File: src/rtl/tsss_pkg.sv
// shared types, codes and defaults of the trace sample scale/square/smooth core
package tsss_pkg;

    localparam int SAMPLE_BITS_DEF = 16;
    localparam int MAX_GATE_DEF    = 5;

    // configuration register indexes
    localparam logic [1:0] CFG_MODE   = 2'd0;
    localparam logic [1:0] CFG_WEAK   = 2'd1;
    localparam logic [1:0] CFG_FACTOR = 2'd2;
    localparam logic [1:0] CFG_SHIFT  = 2'd3;

    typedef enum logic [1:0] {
        MODE_SCALE  = 2'd0,
        MODE_SQUARE = 2'd1,
        MODE_SMOOTH = 2'd2,
        MODE_PASS   = 2'd3
    } t_mode;

    localparam logic signed [15:0] FACTOR_RST = 16'sd256;

    typedef struct packed {
        t_mode              mode;
        logic               short_win;
        logic signed [15:0] factor;
        logic signed [31:0] shift;
    } t_cfg;

    // controller to datapath
    typedef struct packed {
        logic       load;
        logic       sum;
        logic       mul;
        logic       fin;
        logic       upd;
        logic       last;
        logic [2:0] lim;
    } t_cmd;

    // datapath to controller
    typedef struct packed {
        logic end_flag;
        logic out_free;
    } t_sts;

endpackage

File: src/rtl/trace_sample_scale_square_smooth_core.sv
// top level of the trace sample scale/square/smooth core
// Processes one seismic trace sample per input word and returns results on the
// output stream. Scale, square and pass-through step through accept, multiply and
// output per sample; smoothing steps through accept, pick, sum, multiply and
// output for a sample that yields a result, accept and pick for one that yields
// none, pick, sum, multiply and output again for each extra result flushed at
// the end of a trace, and one more pick for each position skipped in that flush
// because it lies before the start of the trace. The order is set by the single
// shared multiplier, used once per result for the gain, the square or the
// division of the window sum by its count, and by the one output register. A new
// sample is taken once the previous one has handed its last result to the output
// register, so the output may stall while the next sample is already in work.
// Configuration is applied immediately and must only be written while idle.
module trace_sample_scale_square_smooth_core #(
    parameter int SAMPLE_BITS = tsss_pkg::SAMPLE_BITS_DEF,
    parameter int MAX_GATE    = tsss_pkg::MAX_GATE_DEF
) (
    input  logic                                  i_clk,
    input  logic                                  i_rst_n,
    // configuration write channel
    input  logic                                  i_cfg_valid,
    output logic                                  o_cfg_ready,
    input  logic [1:0]                            i_cfg_index,
    input  logic [31:0]                           i_cfg_data,
    // sample stream in
    input  logic                                  i_s_axis_tvalid,
    output logic                                  o_s_axis_tready,
    input  logic [((SAMPLE_BITS + 7) / 8) * 8-1:0] i_s_axis_tdata,  // sample_value
    input  logic                                  i_s_axis_tuser,  // sample_valid
    input  logic                                  i_s_axis_tlast,  // trace_end
    // result stream out
    output logic                                  o_m_axis_tvalid,
    input  logic                                  i_m_axis_tready,
    output logic [31:0]                           o_m_axis_tdata,  // out_value
    output logic                                  o_m_axis_tuser,  // out_valid
    output logic                                  o_m_axis_tlast   // out_last
);

    tsss_pkg::t_cfg w_cfg;
    tsss_pkg::t_cmd w_cmd;
    tsss_pkg::t_sts w_sts;

    tsss_cfg u_cfg (
        .i_clk       (i_clk),
        .i_rst_n     (i_rst_n),
        .i_cfg_valid (i_cfg_valid),
        .o_cfg_ready (o_cfg_ready),
        .i_cfg_index (i_cfg_index),
        .i_cfg_data  (i_cfg_data),
        .o_cfg       (w_cfg)
    );

    tsss_ctrl #(
        .MAX_GATE (MAX_GATE)
    ) u_ctrl (
        .i_clk      (i_clk),
        .i_rst_n    (i_rst_n),
        .i_cfg      (w_cfg),
        .i_s_tvalid (i_s_axis_tvalid),
        .o_s_tready (o_s_axis_tready),
        .i_sts      (w_sts),
        .o_cmd      (w_cmd)
    );

    tsss_dp #(
        .SAMPLE_BITS (SAMPLE_BITS),
        .MAX_GATE    (MAX_GATE)
    ) u_dp (
        .i_clk       (i_clk),
        .i_rst_n     (i_rst_n),
        .i_cfg       (w_cfg),
        .i_cmd       (w_cmd),
        .o_sts       (w_sts),
        .i_sample    ($signed(i_s_axis_tdata[SAMPLE_BITS-1:0])),
        .i_sample_ok (i_s_axis_tuser),
        .i_end       (i_s_axis_tlast),
        .o_m_tvalid  (o_m_axis_tvalid),
        .i_m_tready  (i_m_axis_tready),
        .o_value     (o_m_axis_tdata),
        .o_value_ok  (o_m_axis_tuser),
        .o_last      (o_m_axis_tlast)
    );

endmodule

File: src/rtl/tsss_cfg.sv
// configuration register file
module tsss_cfg (
    input  logic              i_clk,
    input  logic              i_rst_n,
    input  logic              i_cfg_valid,
    output logic              o_cfg_ready,
    input  logic [1:0]        i_cfg_index,
    input  logic [31:0]       i_cfg_data,
    output tsss_pkg::t_cfg    o_cfg
);

    tsss_pkg::t_cfg r_cfg;

    assign o_cfg_ready = 1'b1;
    assign o_cfg       = r_cfg;

    always_ff @(posedge i_clk) begin
        if (!i_rst_n) begin
            r_cfg.mode      <= tsss_pkg::MODE_PASS;
            r_cfg.short_win <= 1'b0;
            r_cfg.factor    <= tsss_pkg::FACTOR_RST;
            r_cfg.shift     <= '0;
        end else if (i_cfg_valid) begin
            unique case (i_cfg_index)
                tsss_pkg::CFG_MODE:   r_cfg.mode      <= tsss_pkg::t_mode'(i_cfg_data[1:0]);
                tsss_pkg::CFG_WEAK:   r_cfg.short_win <= i_cfg_data[0];
                tsss_pkg::CFG_FACTOR: r_cfg.factor    <= i_cfg_data[15:0];
                tsss_pkg::CFG_SHIFT:  r_cfg.shift     <= i_cfg_data;
                default:              r_cfg           <= r_cfg;
            endcase
        end
    end

endmodule

File: src/rtl/tsss_dp.sv
// datapath: sample history, window sum, shared multiplier, output register
module tsss_dp #(
    parameter int SAMPLE_BITS = tsss_pkg::SAMPLE_BITS_DEF,
    parameter int MAX_GATE    = tsss_pkg::MAX_GATE_DEF
) (
    input  logic                          i_clk,
    input  logic                          i_rst_n,
    input  tsss_pkg::t_cfg                i_cfg,
    input  tsss_pkg::t_cmd                i_cmd,
    output tsss_pkg::t_sts                o_sts,
    input  logic signed [SAMPLE_BITS-1:0] i_sample,
    input  logic                          i_sample_ok,
    input  logic                          i_end,
    output logic                          o_m_tvalid,
    input  logic                          i_m_tready,
    output logic [31:0]                   o_value,
    output logic                          o_value_ok,
    output logic                          o_last
);

    localparam int HIST = MAX_GATE - 1;
    localparam int SW   = SAMPLE_BITS + 3;          // window sum
    localparam int S    = SAMPLE_BITS + 4;          // reciprocal scaling
    localparam int RW   = S + 1;
    localparam int AW   = (SW > 16) ? SW : 16;
    localparam int BW   = RW + 1;
    localparam int PW   = AW + BW;
    localparam int QW   = SAMPLE_BITS + 1;
    localparam int EW   = ((PW > 32) ? PW : 32) + 2;

    localparam logic [RW-1:0] RECIP1 = RW'(64'd1 << S);
    localparam logic [RW-1:0] RECIP2 = RW'(64'd1 << (S - 1));
    localparam logic [RW-1:0] RECIP3 = RW'(((64'd1 << S) + 64'd2) / 64'd3);
    localparam logic [RW-1:0] RECIP4 = RW'(64'd1 << (S - 2));
    localparam logic [RW-1:0] RECIP5 = RW'(((64'd1 << S) + 64'd4) / 64'd5);

    localparam logic signed [EW-1:0] SAT_MAX = EW'(64'sh7fff_ffff);
    localparam logic signed [EW-1:0] SAT_MIN = EW'(-64'sh8000_0000);

    logic signed [SAMPLE_BITS-1:0] r_cur;
    logic                          r_cur_ok;
    logic                          r_end;
    logic signed [SAMPLE_BITS-1:0] r_hist_val [HIST];
    logic [HIST-1:0]               r_hist_ok;
    logic signed [SW-1:0]          r_sum;
    logic [2:0]                    r_cnt;
    logic signed [PW-1:0]          r_prod;
    logic                          r_out_vld;
    logic [31:0]                   r_out_val;
    logic                          r_out_ok;
    logic                          r_out_last;

    logic signed [SAMPLE_BITS-1:0] w_pos_val [MAX_GATE];
    logic [MAX_GATE-1:0]           w_pos_ok;
    logic signed [SW-1:0]          w_sum;
    logic [2:0]                    w_cnt;
    logic signed [SW-1:0]          w_mag;
    logic [RW-1:0]                 w_recip;
    logic signed [AW-1:0]          w_a;
    logic signed [BW-1:0]          w_b;
    logic signed [15:0]            w_factor;
    logic signed [31:0]            w_shift;
    logic signed [PW-1:0]          w_adj;
    logic signed [EW-1:0]          w_scaled;
    logic signed [EW-1:0]          w_sq_ext;
    logic [QW-1:0]                 w_q;
    logic signed [QW:0]            w_avg;
    logic [31:0]                   w_res;
    logic                          w_ok;
    logic                          w_out_free;

    assign w_factor   = i_cfg.factor;
    assign w_shift    = i_cfg.shift;
    assign w_out_free = !r_out_vld || i_m_tready;

    assign o_sts.end_flag = r_end;
    assign o_sts.out_free = w_out_free;
    assign o_m_tvalid     = r_out_vld;
    assign o_value        = r_out_val;
    assign o_value_ok     = r_out_ok;
    assign o_last         = r_out_last;

    // window positions: current sample first, then history newest first
    always_comb begin
        w_pos_val[0] = r_cur;
        w_pos_ok[0]  = r_cur_ok;
        for (int p = 1; p < MAX_GATE; p++) begin
            w_pos_val[p] = r_hist_val[p-1];
            w_pos_ok[p]  = r_hist_ok[p-1];
        end
    end

    always_comb begin
        w_sum = '0;
        w_cnt = '0;
        for (int p = 0; p < MAX_GATE; p++) begin
            if (w_pos_ok[p] && (3'(p) <= i_cmd.lim)) begin
                w_sum = w_sum + SW'(w_pos_val[p]);
                w_cnt = w_cnt + 3'd1;
            end
        end
    end

    assign w_mag = r_sum[SW-1] ? -r_sum : r_sum;

    always_comb begin
        unique case (r_cnt)
            3'd1:    w_recip = RECIP1;
            3'd2:    w_recip = RECIP2;
            3'd3:    w_recip = RECIP3;
            3'd4:    w_recip = RECIP4;
            3'd5:    w_recip = RECIP5;
            default: w_recip = '0;
        endcase
    end

    // shared multiplier operands
    always_comb begin
        w_a = '0;
        w_b = '0;
        unique case (i_cfg.mode)
            tsss_pkg::MODE_SCALE: begin
                w_a = AW'(w_factor);
                w_b = BW'(r_cur);
            end
            tsss_pkg::MODE_SQUARE: begin
                w_a = AW'(r_cur);
                w_b = BW'(r_cur);
            end
            tsss_pkg::MODE_SMOOTH: begin
                w_a = AW'(w_mag);
                w_b = $signed({1'b0, w_recip});
            end
            tsss_pkg::MODE_PASS: begin
                w_a = '0;
                w_b = '0;
            end
            default: begin
                w_a = '0;
                w_b = '0;
            end
        endcase
    end

    // divide by 256 rounding toward zero, then add the offset
    assign w_adj    = r_prod + (r_prod[PW-1] ? PW'(255) : PW'(0));
    assign w_scaled = EW'(w_adj >>> 8) + EW'(w_shift);
    assign w_sq_ext = EW'(r_prod);
    assign w_q      = r_prod[S +: QW];
    assign w_avg    = r_sum[SW-1] ? -$signed({1'b0, w_q}) : $signed({1'b0, w_q});

    always_comb begin
        w_res = '0;
        w_ok  = r_cur_ok;
        unique case (i_cfg.mode)
            tsss_pkg::MODE_SCALE: begin
                priority if (w_scaled > SAT_MAX) w_res = 32'h7fff_ffff;
                else if (w_scaled < SAT_MIN)      w_res = 32'h8000_0000;
                else                              w_res = w_scaled[31:0];
            end
            tsss_pkg::MODE_SQUARE: begin
                priority if (w_sq_ext > SAT_MAX) w_res = 32'h7fff_ffff;
                else                              w_res = w_sq_ext[31:0];
            end
            tsss_pkg::MODE_SMOOTH: begin
                w_res = 32'(w_avg);
                w_ok  = (r_cnt != 3'd0);
            end
            tsss_pkg::MODE_PASS: begin
                w_res = 32'(r_cur);
            end
            default: begin
                w_res = '0;
            end
        endcase
    end

    // payload registers
    always_ff @(posedge i_clk) begin
        if (i_cmd.load) begin
            r_cur    <= i_sample;
            r_cur_ok <= i_sample_ok;
            r_end    <= i_end;
        end
        if (i_cmd.sum) begin
            r_sum <= w_sum;
            r_cnt <= w_cnt;
        end
        if (i_cmd.mul) begin
            r_prod <= w_a * w_b;
        end
        if (i_cmd.fin) begin
            r_out_val  <= w_ok ? w_res : 32'd0;
            r_out_ok   <= w_ok;
            r_out_last <= i_cmd.last;
        end
        if (i_cmd.upd && !r_end) begin
            r_hist_val[0] <= r_cur;
            for (int i = 1; i < HIST; i++) begin
                r_hist_val[i] <= r_hist_val[i-1];
            end
        end
    end

    always_ff @(posedge i_clk) begin
        if (!i_rst_n) begin
            r_hist_ok <= '0;
            r_out_vld <= 1'b0;
        end else begin
            if (i_cmd.upd) begin
                r_hist_ok <= r_end ? '0 : {r_hist_ok[HIST-2:0], r_cur_ok};
            end
            if (i_cmd.fin) begin
                r_out_vld <= 1'b1;
            end else if (i_m_tready) begin
                r_out_vld <= 1'b0;
            end
        end
    end

endmodule

File: src/rtl/tsss_ctrl.sv
// controller: sequences accept, window sum, multiply and output per result
module tsss_ctrl #(
    parameter int MAX_GATE = tsss_pkg::MAX_GATE_DEF
) (
    input  logic              i_clk,
    input  logic              i_rst_n,
    input  tsss_pkg::t_cfg    i_cfg,
    input  logic              i_s_tvalid,
    output logic              o_s_tready,
    input  tsss_pkg::t_sts    i_sts,
    output tsss_pkg::t_cmd    o_cmd
);

    localparam logic [1:0] HALF_MAX = 2'(MAX_GATE / 2);

    typedef enum logic [4:0] {
        ST_IDLE = 5'b00001,
        ST_PICK = 5'b00010,
        ST_SUM  = 5'b00100,
        ST_MUL  = 5'b01000,
        ST_FIN  = 5'b10000
    } t_state;

    t_state     r_state, n_state;
    logic [1:0] r_k, n_k;
    logic [1:0] r_seen, n_seen;
    logic [1:0] w_half;
    logic       w_smooth;
    logic       w_acc;

    assign w_smooth   = (i_cfg.mode == tsss_pkg::MODE_SMOOTH);
    assign o_s_tready = (r_state == ST_IDLE);
    assign w_acc      = i_s_tvalid && (r_state == ST_IDLE);

    always_comb begin
        w_half = i_cfg.short_win ? 2'd1 : 2'd2;
        if (w_half > HALF_MAX) begin
            w_half = HALF_MAX;
        end
    end

    always_comb begin
        n_state  = r_state;
        n_k      = r_k;
        o_cmd    = '0;
        o_cmd.lim = 3'(r_k) + 3'(w_half);
        unique case (r_state)
            ST_IDLE: begin
                if (w_acc) begin
                    o_cmd.load = 1'b1;
                    n_k        = w_half;
                    n_state    = w_smooth ? ST_PICK : ST_MUL;
                end
            end
            ST_PICK: begin
                // positions before the start of the trace are skipped
                if (r_k > r_seen) begin
                    if (i_sts.end_flag && (r_k != 2'd0)) begin
                        n_k = r_k - 2'd1;
                    end else begin
                        o_cmd.upd = 1'b1;
                        n_state   = ST_IDLE;
                    end
                end else begin
                    n_state = ST_SUM;
                end
            end
            ST_SUM: begin
                o_cmd.sum = 1'b1;
                n_state   = ST_MUL;
            end
            ST_MUL: begin
                o_cmd.mul = 1'b1;
                n_state   = ST_FIN;
            end
            ST_FIN: begin
                if (i_sts.out_free) begin
                    o_cmd.fin  = 1'b1;
                    o_cmd.last = i_sts.end_flag && (!w_smooth || (r_k == 2'd0));
                    if (w_smooth && i_sts.end_flag && (r_k != 2'd0)) begin
                        n_k     = r_k - 2'd1;
                        n_state = ST_PICK;
                    end else begin
                        o_cmd.upd = 1'b1;
                        n_state   = ST_IDLE;
                    end
                end
            end
            default: begin
                n_state = ST_IDLE;
            end
        endcase
    end

    always_comb begin
        n_seen = r_seen;
        if (o_cmd.upd) begin
            priority if (i_sts.end_flag) n_seen = 2'd0;
            else if (r_seen != 2'd3)     n_seen = r_seen + 2'd1;
        end
    end

    always_ff @(posedge i_clk) begin
        if (!i_rst_n) begin
            r_state <= ST_IDLE;
            r_k     <= '0;
            r_seen  <= '0;
        end else begin
            r_state <= n_state;
            r_k     <= n_k;
            r_seen  <= n_seen;
        end
    end

    a_fin_free: assert property (@(posedge i_clk) disable iff (!i_rst_n)
        o_cmd.fin |-> i_sts.out_free)
        else $error("output word loaded while the output register is occupied");

    a_k_range: assert property (@(posedge i_clk) disable iff (!i_rst_n)
        (r_state == ST_PICK || r_state == ST_SUM) |-> (r_k <= HALF_MAX))
        else $error("window position beyond half a window");

    a_load_next: assert property (@(posedge i_clk) disable iff (!i_rst_n)
        o_cmd.load |=> (r_state == ST_PICK || r_state == ST_MUL))
        else $error("accepted sample not processed");

    a_upd_idle: assert property (@(posedge i_clk) disable iff (!i_rst_n)
        o_cmd.upd |=> (r_state == ST_IDLE && r_seen <= 2'd3))
        else $error("history update did not finish the sample");

    a_seen_clear: assert property (@(posedge i_clk) disable iff (!i_rst_n)
        (o_cmd.upd && i_sts.end_flag) |=> (r_seen == 2'd0))
        else $error("trace end did not clear the sample count");

endmodule
File: config.mk
export PLATFORM = sky130hd
export DESIGN_NAME = trace_sample_scale_square_smooth_core
export DESIGN_NICKNAME = d
export VERILOG_FILES = /design/src/rtl/tsss_pkg.sv /design/src/rtl/trace_sample_scale_square_smooth_core.sv /design/src/rtl/tsss_cfg.sv /design/src/rtl/tsss_dp.sv /design/src/rtl/tsss_ctrl.sv
export SDC_FILE = /design/constraint.sdc
export NUM_CORES = 2
export LEC_CHECK = 0
export BUFFER_PORTS_ARGS = -buffer_cell sky130_fd_sc_hd__buf_4
export CORE_UTILIZATION = 55
export DETAILED_ROUTE_END_ITERATION = 8
export MAX_ROUTING_LAYER = met4
export PLACE_DENSITY = 0.79
export SLEW_MARGIN = 20
export SYNTH_ARGS = -nofsm -noshare
export SYNTH_HDL_FRONTEND = slang
export SYNTH_SLANG_ARGS = --single-unit
File: constraint.sdc
create_clock -name i_clk -period 12.4 [get_ports i_clk]
set_input_delay 2.48 -clock i_clk [delete_from_list [all_inputs] [get_ports i_clk]]
set_output_delay 2.48 -clock i_clk [all_outputs]
set_load 0.01 [all_outputs]
# == After elaboration in Yosys (flattened, before gate mapping) ==
# Memories as Yosys holds them, arrays and structs flattened.
# Cells that the tools add are included.
# totals
reg_bits,180
output_inout_bits,37
ram_bits,64
romBits,0
latch_bits,0
in_bits,57
mem_count,1
# op_classes
n_addsub,15
muxes,53
shifts,0
eq_ne,23
order_cmp,10
n_mul,1
div,0
bitwise,0
reduce_logical,33
# memory_table
name,words,word_bits,rd,rd_clocked_by_memory_dff,wr,line,rtl
u_dp.r_hist_val,4,16,4,0,4,tsss_dp.sv:43,logic signed [SAMPLE_BITS-1:0] r_hist_val [HIST];
# op_table
op,count
$pmux 32 s4,1
$mux 19,6
$pmux 21 s5,1
$mux 32,3
$add 19x16->19,4
$pmux 19 s4,1
$pmux 22 s3,1
$gt 43x32->1 const B,1
$lt 43x32->1 const B,1
$add 41x9->41,1
$gt 41x32->1 const B,1
$mul 19x22->41,1
$add 33x32->34,1
$pmux 5 s5,1
$mux 2,10
$mux 5,4
$neg 19->19,1
$mux 18,1
$neg 17->18,1
$mux 3,5
$mux 1,14
$reduce_and 2->1,6
$logic_and 1x1->1,11
$ne 2x1->1 const B,5
34 further kinds,53

# == Depth between registers and ports, before layout ==
# logic_depth
ltp_word,15
depth_mapped,43
mapped_depth_nobuf,42

# == By module ==
# A second synthesis with hierarchy kept.
# unflattened
cells_unflattened,3594
area_unflattened_um2,32731.4
# modules_own_cells
module,area_each_um2,instances,seq_area_each_um2,cells_per_inst
tsss_dp,29927.5,1,5475.3,3291
tsss_cfg,2044.5,1,1021.0,209
tsss_ctrl,759.5,1,180.2,94

# == Least setup slack after synthesis ==
# Ideal clock, no wire load.
# synth_path
kind,register to register
from,register u_dp.r_sum[3]
to,register u_dp.r_prod[39] (data pin)
setup_slack_ps,3713
path_stages_with_launch,34
period_less_slack_ps,8687
arrival_ps,8415
required_time_ps,12128
setup_ps,272
path_buffers,1
path_cell_list,edfxtp_1 nor3_2 nand3_1 or2_2 o41ai_1 nand2_1 xnor2_1 a21o_1 o21ai_0 clkbuf_1 nand2_1 fa_1 fa_1 inv_1 fa_1 inv_1 fa_1 fa_1 inv_1 fa_1 inv_1 fa_1 inv_1 ha_1 a21o_1 a21oi_1 nor2_1 a31oi_1 o21ai_1 o221ai_2 o31ai_1 a221oi_2 mux2i_1 o2111ai_1
# synth_via
elab_chain_len,4
# synth_rtl
element,line,rtl
from (decl),tsss_dp.sv:45,logic signed [SW-1:0] r_sum;
from (signal assigned),tsss_dp.sv:186,r_sum <= w_sum;
$neg 19->19,tsss_dp.sv:104,assign w_mag = r_sum[SW-1] ? -r_sum : r_sum;
$mux 19 (*),tsss_dp.sv:104,
$pmux 19 s4 (*),tsss_dp.sv:121,unique case (i_cfg.mode)
$mul 19x22->41 (*),tsss_dp.sv:190,r_prod <= w_a * w_b;
to (signal assigned),tsss_dp.sv:190,
to (decl),tsss_dp.sv:47,logic signed [PW-1:0] r_prod;
# Every way passes the cells marked *; elsewhere a longest branch is shown, timed or not.
# A chain may end at the register's enable or synchronous reset.

# == Worst setup path after layout ==
# Same ends and word-level chain as after synthesis.

==> parameters.txt <==
Parameter                              Value

Yosys
  Top_reg_cell synth ... edfxtp_1
  Portion of synthesized cell area occupied by the leading cell type ... 26.67%
  Dominant cell type by area after synthesis ... fa_1
  Synthesized flop and latch total ... 244
  Synth unique cells ... 86
  Average cell area after synthesis ... 8.973 sq um
  Proportion of synthesized area in mux cells ... 1.268%
  EDFF count, synth ... 179
  Post-synthesis compound-gate area fraction ... 13.19%
  Synthesized-area fraction occupied by and/or/nand/nor cells ... 15.72%
  Largest family of logic cells by synthesized area ... adder cells
  Area of the mapped netlist ... 31980 sq um
  Cell types occupying the most area after synthesis ... fa_1 27%, edfxtp_1 17%, ha_1 9.4%
  Sequential element share of the synthesized area ... 20.88%
  Post-Syn Nets ... 4288
  Ys async rst share ... 0%
  Xor and xnor fraction of the mapped netlist area ... 5.149%
  Post-Synth Adder-Cell Area ... 36.10%
  Cells after Synth ... 3564
  Total of warnings raised by yosys ... 0

Detailed routing
  Average routed wire per standard cell ... 21.96 um
  Number of DRC violations after detailed routing ... 0
  Pre-antenna DRT Iters ... 7
  Total wire length after detailed routing ... 96070 um
  Post-route ant nets ... 0
  Count of routing violations after the opening detailed-route iteration ... 2640
  Routed via count ... 26337
  Post-detailed-route via-to-cell ratio ... 6.021

Power and ir drop
  Net switching power of the design ... 1209 uW
  Worst ir drop on vdd ... 105.6 uV
  Combinational share of power ... 39.7%
  Part of the total power dissipated in sequential elements ... 34.7%
  Cell-internal power ... 1878 uW
  Power per unit of standard cell area ... 90.03 nW/um^2
  Static leakage ... 0.01604 uW
  Clk network pwr share ... 25.6%
  Switch share ... 39.16%

Worst setup path
  Launch instance of the worst register-to-register path ... u_dp.r_sum[3]$_DFFE_PP_
  Maximum fanout along the worst path ... 16
  Critical Path Start Type ... flop
  Worst-path cell with the longest stage delay ... o21ai_2
  Critical path capture point ... u_dp.r_prod[39]$_DFFE_PP_
  Critical path class ... flop to flop
  Crit Reg-Reg Endpoint ... u_dp.r_prod[39]$_DFFE_PP_
  Arrival @ worst endpoint ... 10.09 ns
  Startpoint of the most critical setup path ... u_dp.r_sum[3]$_DFFE_PP_
  Register-to-Register Path Depth ... 32
  CP endpoint kind ... flop
  Critical Path Most Common Cell ... fa_1
  Reg2reg setup slack ... 2.60 ns
  Delay of the slowest critical-path stage ... 0.83 ns
  Critical Path RT ... 12.69 ns

Clock tree
  Post-CTS Setup Inserts ... 0
  Number of clock sinks seen by CTS ... 244
  Count of instances resized after the clock tree is built ... 0
  CTS Root Cell ... clkbuf_16
  CTS tree ... yes
  Clock latency on the worst-skew pair ... 0.57 ns
  Clock transition time at the flip-flop clock pins of the worst setup and hold paths ... 0.08 ns
  CTS Buf Count ... 26
  H-tree lvl count ... 1
  Hold_buf cts ... 0
  Clock Tree Buf Depth ... 3

GRT
  Met2 routing resource usage after global routing ... 50.95%
  Number of global-route vias before repair ... 26070
  Wire length of the first global-routing pass ... 149400 um
  Antenna violations before repair ... 2
  GR Overflow Total ... 0
  Overall global routing resource usage ... 34.01%
  Most crowded layer after global routing ... met2
  Met1 usage ... 43.78%
  Met3 global-route usage ... 6.380%
  Maximum number of pins on one net before global-route repair ... 65

Timing
  Post-layout min period ... 9.802 ns
  Total count of hold-check failures in the final report ... 0
  Post-Route Skew ... 0.02746 ns
  Final worst path period share ... 79.05%
  Slew at the pin closest to its max-slew limit ... 1.214 ns
  Setup TNS ... 0 ns
  Setup repair after global routing missed its margin ... no
  Timing-limited maximum frequency ... 102.0 MHz
  Number of setup violations in the final report ... 0
  Final number of max-transition violations ... 0
  Tightest slew margin relative to the limit ... 18.45%

Run status
  Run status ... complete, no violations

Final layout
  # nets final ... 4312
  Commonest non-fill, non-tap cells in the layout ... 502 x inv_1, 483 x nand2_1, 426 x fa_1
  Fraction of final layout cells sized beyond drive strength 1 ... 7.040%
  Most frequent standard cell in the layout excluding fill and tap cells ... inv_1
  Synth-to-layout area growth ... 7.246%
  Final instance area ... 34300 sq um

Floorplan
  Height of the chip ... 243.1 um
  Die Wd ... 243.1 um
  Placeable Area ... 57590 sq um
  Number of placement rows ... 88
  Number of top-level design ports ... 94
  Die Footprint ... 59110 sq um
  Starting utilization of the core area ... 55.53%

Run
  Reported max-cap violation count ... 0

Place
  Placer Congestion ... 1.099
  Count of buffers inserted at the top-level ports ... 92
  Sum of net half-perimeters after detailed placement ... 75570 um
  Area after detailed placement ... 33440 sq um

Worst hold path
  Hold Path Class ... flop to flop
-- metrics by stage --
| stage | total power, uW | cells | worst slack (ns) | hold slack (ns) | utilization, % |
|---|---|---|---|---|---|
| floorplan | 1895 | 3564 | 3.713 | 0.4244 | - |
| global placement | 2248 | 4325 | 2.993 | 0.4396 | 58.08 |
| detailed placement | 2272 | 4325 | 2.780 | 0.4421 | 58.08 |
| CTS | 3070 | 4373 | 2.764 | 0.4326 | 59.55 |
| global route | 3249 | 4374 | 2.241 | 0.4616 | 59.56 |
| finish | 3088 | 4374 | 2.598 | 0.4414 | 59.56 |
-- power by group through the flow --
stage          combinational [uW]  sequential, uW  clock, uW
2_1_floorplan                 873            1020          0
4_1_cts                      1210            1060        801
6_report                     1230            1070        791
5_1_grt                      1350            1070        833
3_3_place_gp                 1170            1080          0
3_5_place_dp                 1190            1080          0
-- critical path: cells and delay by family, from the launching register on --
family          cells  cell delay, ns
flops               1            0.44
fa+ha+maj           8            3.98
xor+xnor            1            0.17
compound gates     11            3.28
mux                 1            0.22
buf+inv             5            0.29
simple gates        6            1.15
-- synth_stat cells, drive strengths merged (7+ instances only) --
master,count
a211o,7
xnor2,116
xor2,72
o21bai,14
nand2b,24
o21ai,160
inv,503
nor3,50
a31oi,55
mux2,28
mux2i,9
and3,22
and2,58
dfxtp,65
nand2,483
a21o,64
nor2b,34
o21a,29
fa,426
ha,241
o211ai,19
o31a,9
a21oi,151
nand3b,14
nand4,23
nor4,9
nor2,309
clkbuf,111
nand3,55
a211oi,20
a21boi,52
or3,15
o31ai,19
edfxtp,179
a22oi,7
buf,30
or2,10
-- sequential cells by signal (all words and copies together), names as in the netlist --
signal	flops
u_dp.r_end	1
u_dp.r_hist_val	64
u_dp.r_cur_ok	1
u_ctrl.r_k	2
u_ctrl.r_state	5
u_dp.o_value	32
u_dp.r_prod	41
u_dp.r_cur	16
u_dp.r_hist_ok	4
u_dp.o_last	1
u_ctrl.r_seen	2
u_dp.r_cnt	3
u_dp.o_value_ok	1
u_dp.r_sum	19
u_cfg.o_cfg	51
u_dp.o_m_tvalid	1
-- cells by family (layout without fill, tap and decap cells) --
| kind of cell | count (synthesis) | count (layout) |
|---|---|---|
| buf+inv | 644 | 688 |
| xor+xnor | 188 | 188 |
| flops | 244 | 244 |
| other cells | 1 | 2 |
| compound gates | 655 | 655 |
| simple gates | 1128 | 1128 |
| fa+ha+maj | 667 | 667 |
| mux | 37 | 37 |
-- worst min path at each step --
stage                     cells past startpoint                        startpoint  slack, ns                               end
after floorplan                               0           u_dp.r_cur[5]$_DFFE_PP_       0.42   u_dp.r_hist_val[0][5]$_DFFE_PP_
after global placement                        0   u_dp.r_hist_val[0][9]$_DFFE_PP_       0.44   u_dp.r_hist_val[1][9]$_DFFE_PP_
after detailed placement                      0   u_dp.r_hist_val[0][9]$_DFFE_PP_       0.44   u_dp.r_hist_val[1][9]$_DFFE_PP_
after CTS                                     0  u_dp.r_hist_val[0][15]$_DFFE_PP_       0.43  u_dp.r_hist_val[1][15]$_DFFE_PP_
after global routing                          0   u_dp.r_hist_val[0][6]$_DFFE_PP_       0.46   u_dp.r_hist_val[1][6]$_DFFE_PP_
final                                         0  u_dp.r_hist_val[0][15]$_DFFE_PP_       0.44  u_dp.r_hist_val[1][15]$_DFFE_PP_
-- routing by layer --
layer	up-vias	part of all wire (%)
met1	12728	39
met3	333	11
met2	1489	43
met5	-	0
met4	0	6.6
li1	11787	-
-- cell type report --
type / instances / area, sq um
sequential: 244 / 6679
inverter: 503 / 1888
antenna: 1 / 2.502
clock buffer: 28 / 679.4
timing repair buffer: 137 / 1028
tap: 765 / 957.2
clock inverter: 20 / 166.4
multi-input combinational: 2676 / 22890
fill: 5021 / 23290
No activity file was read; power rests on OpenSTA's default activity.
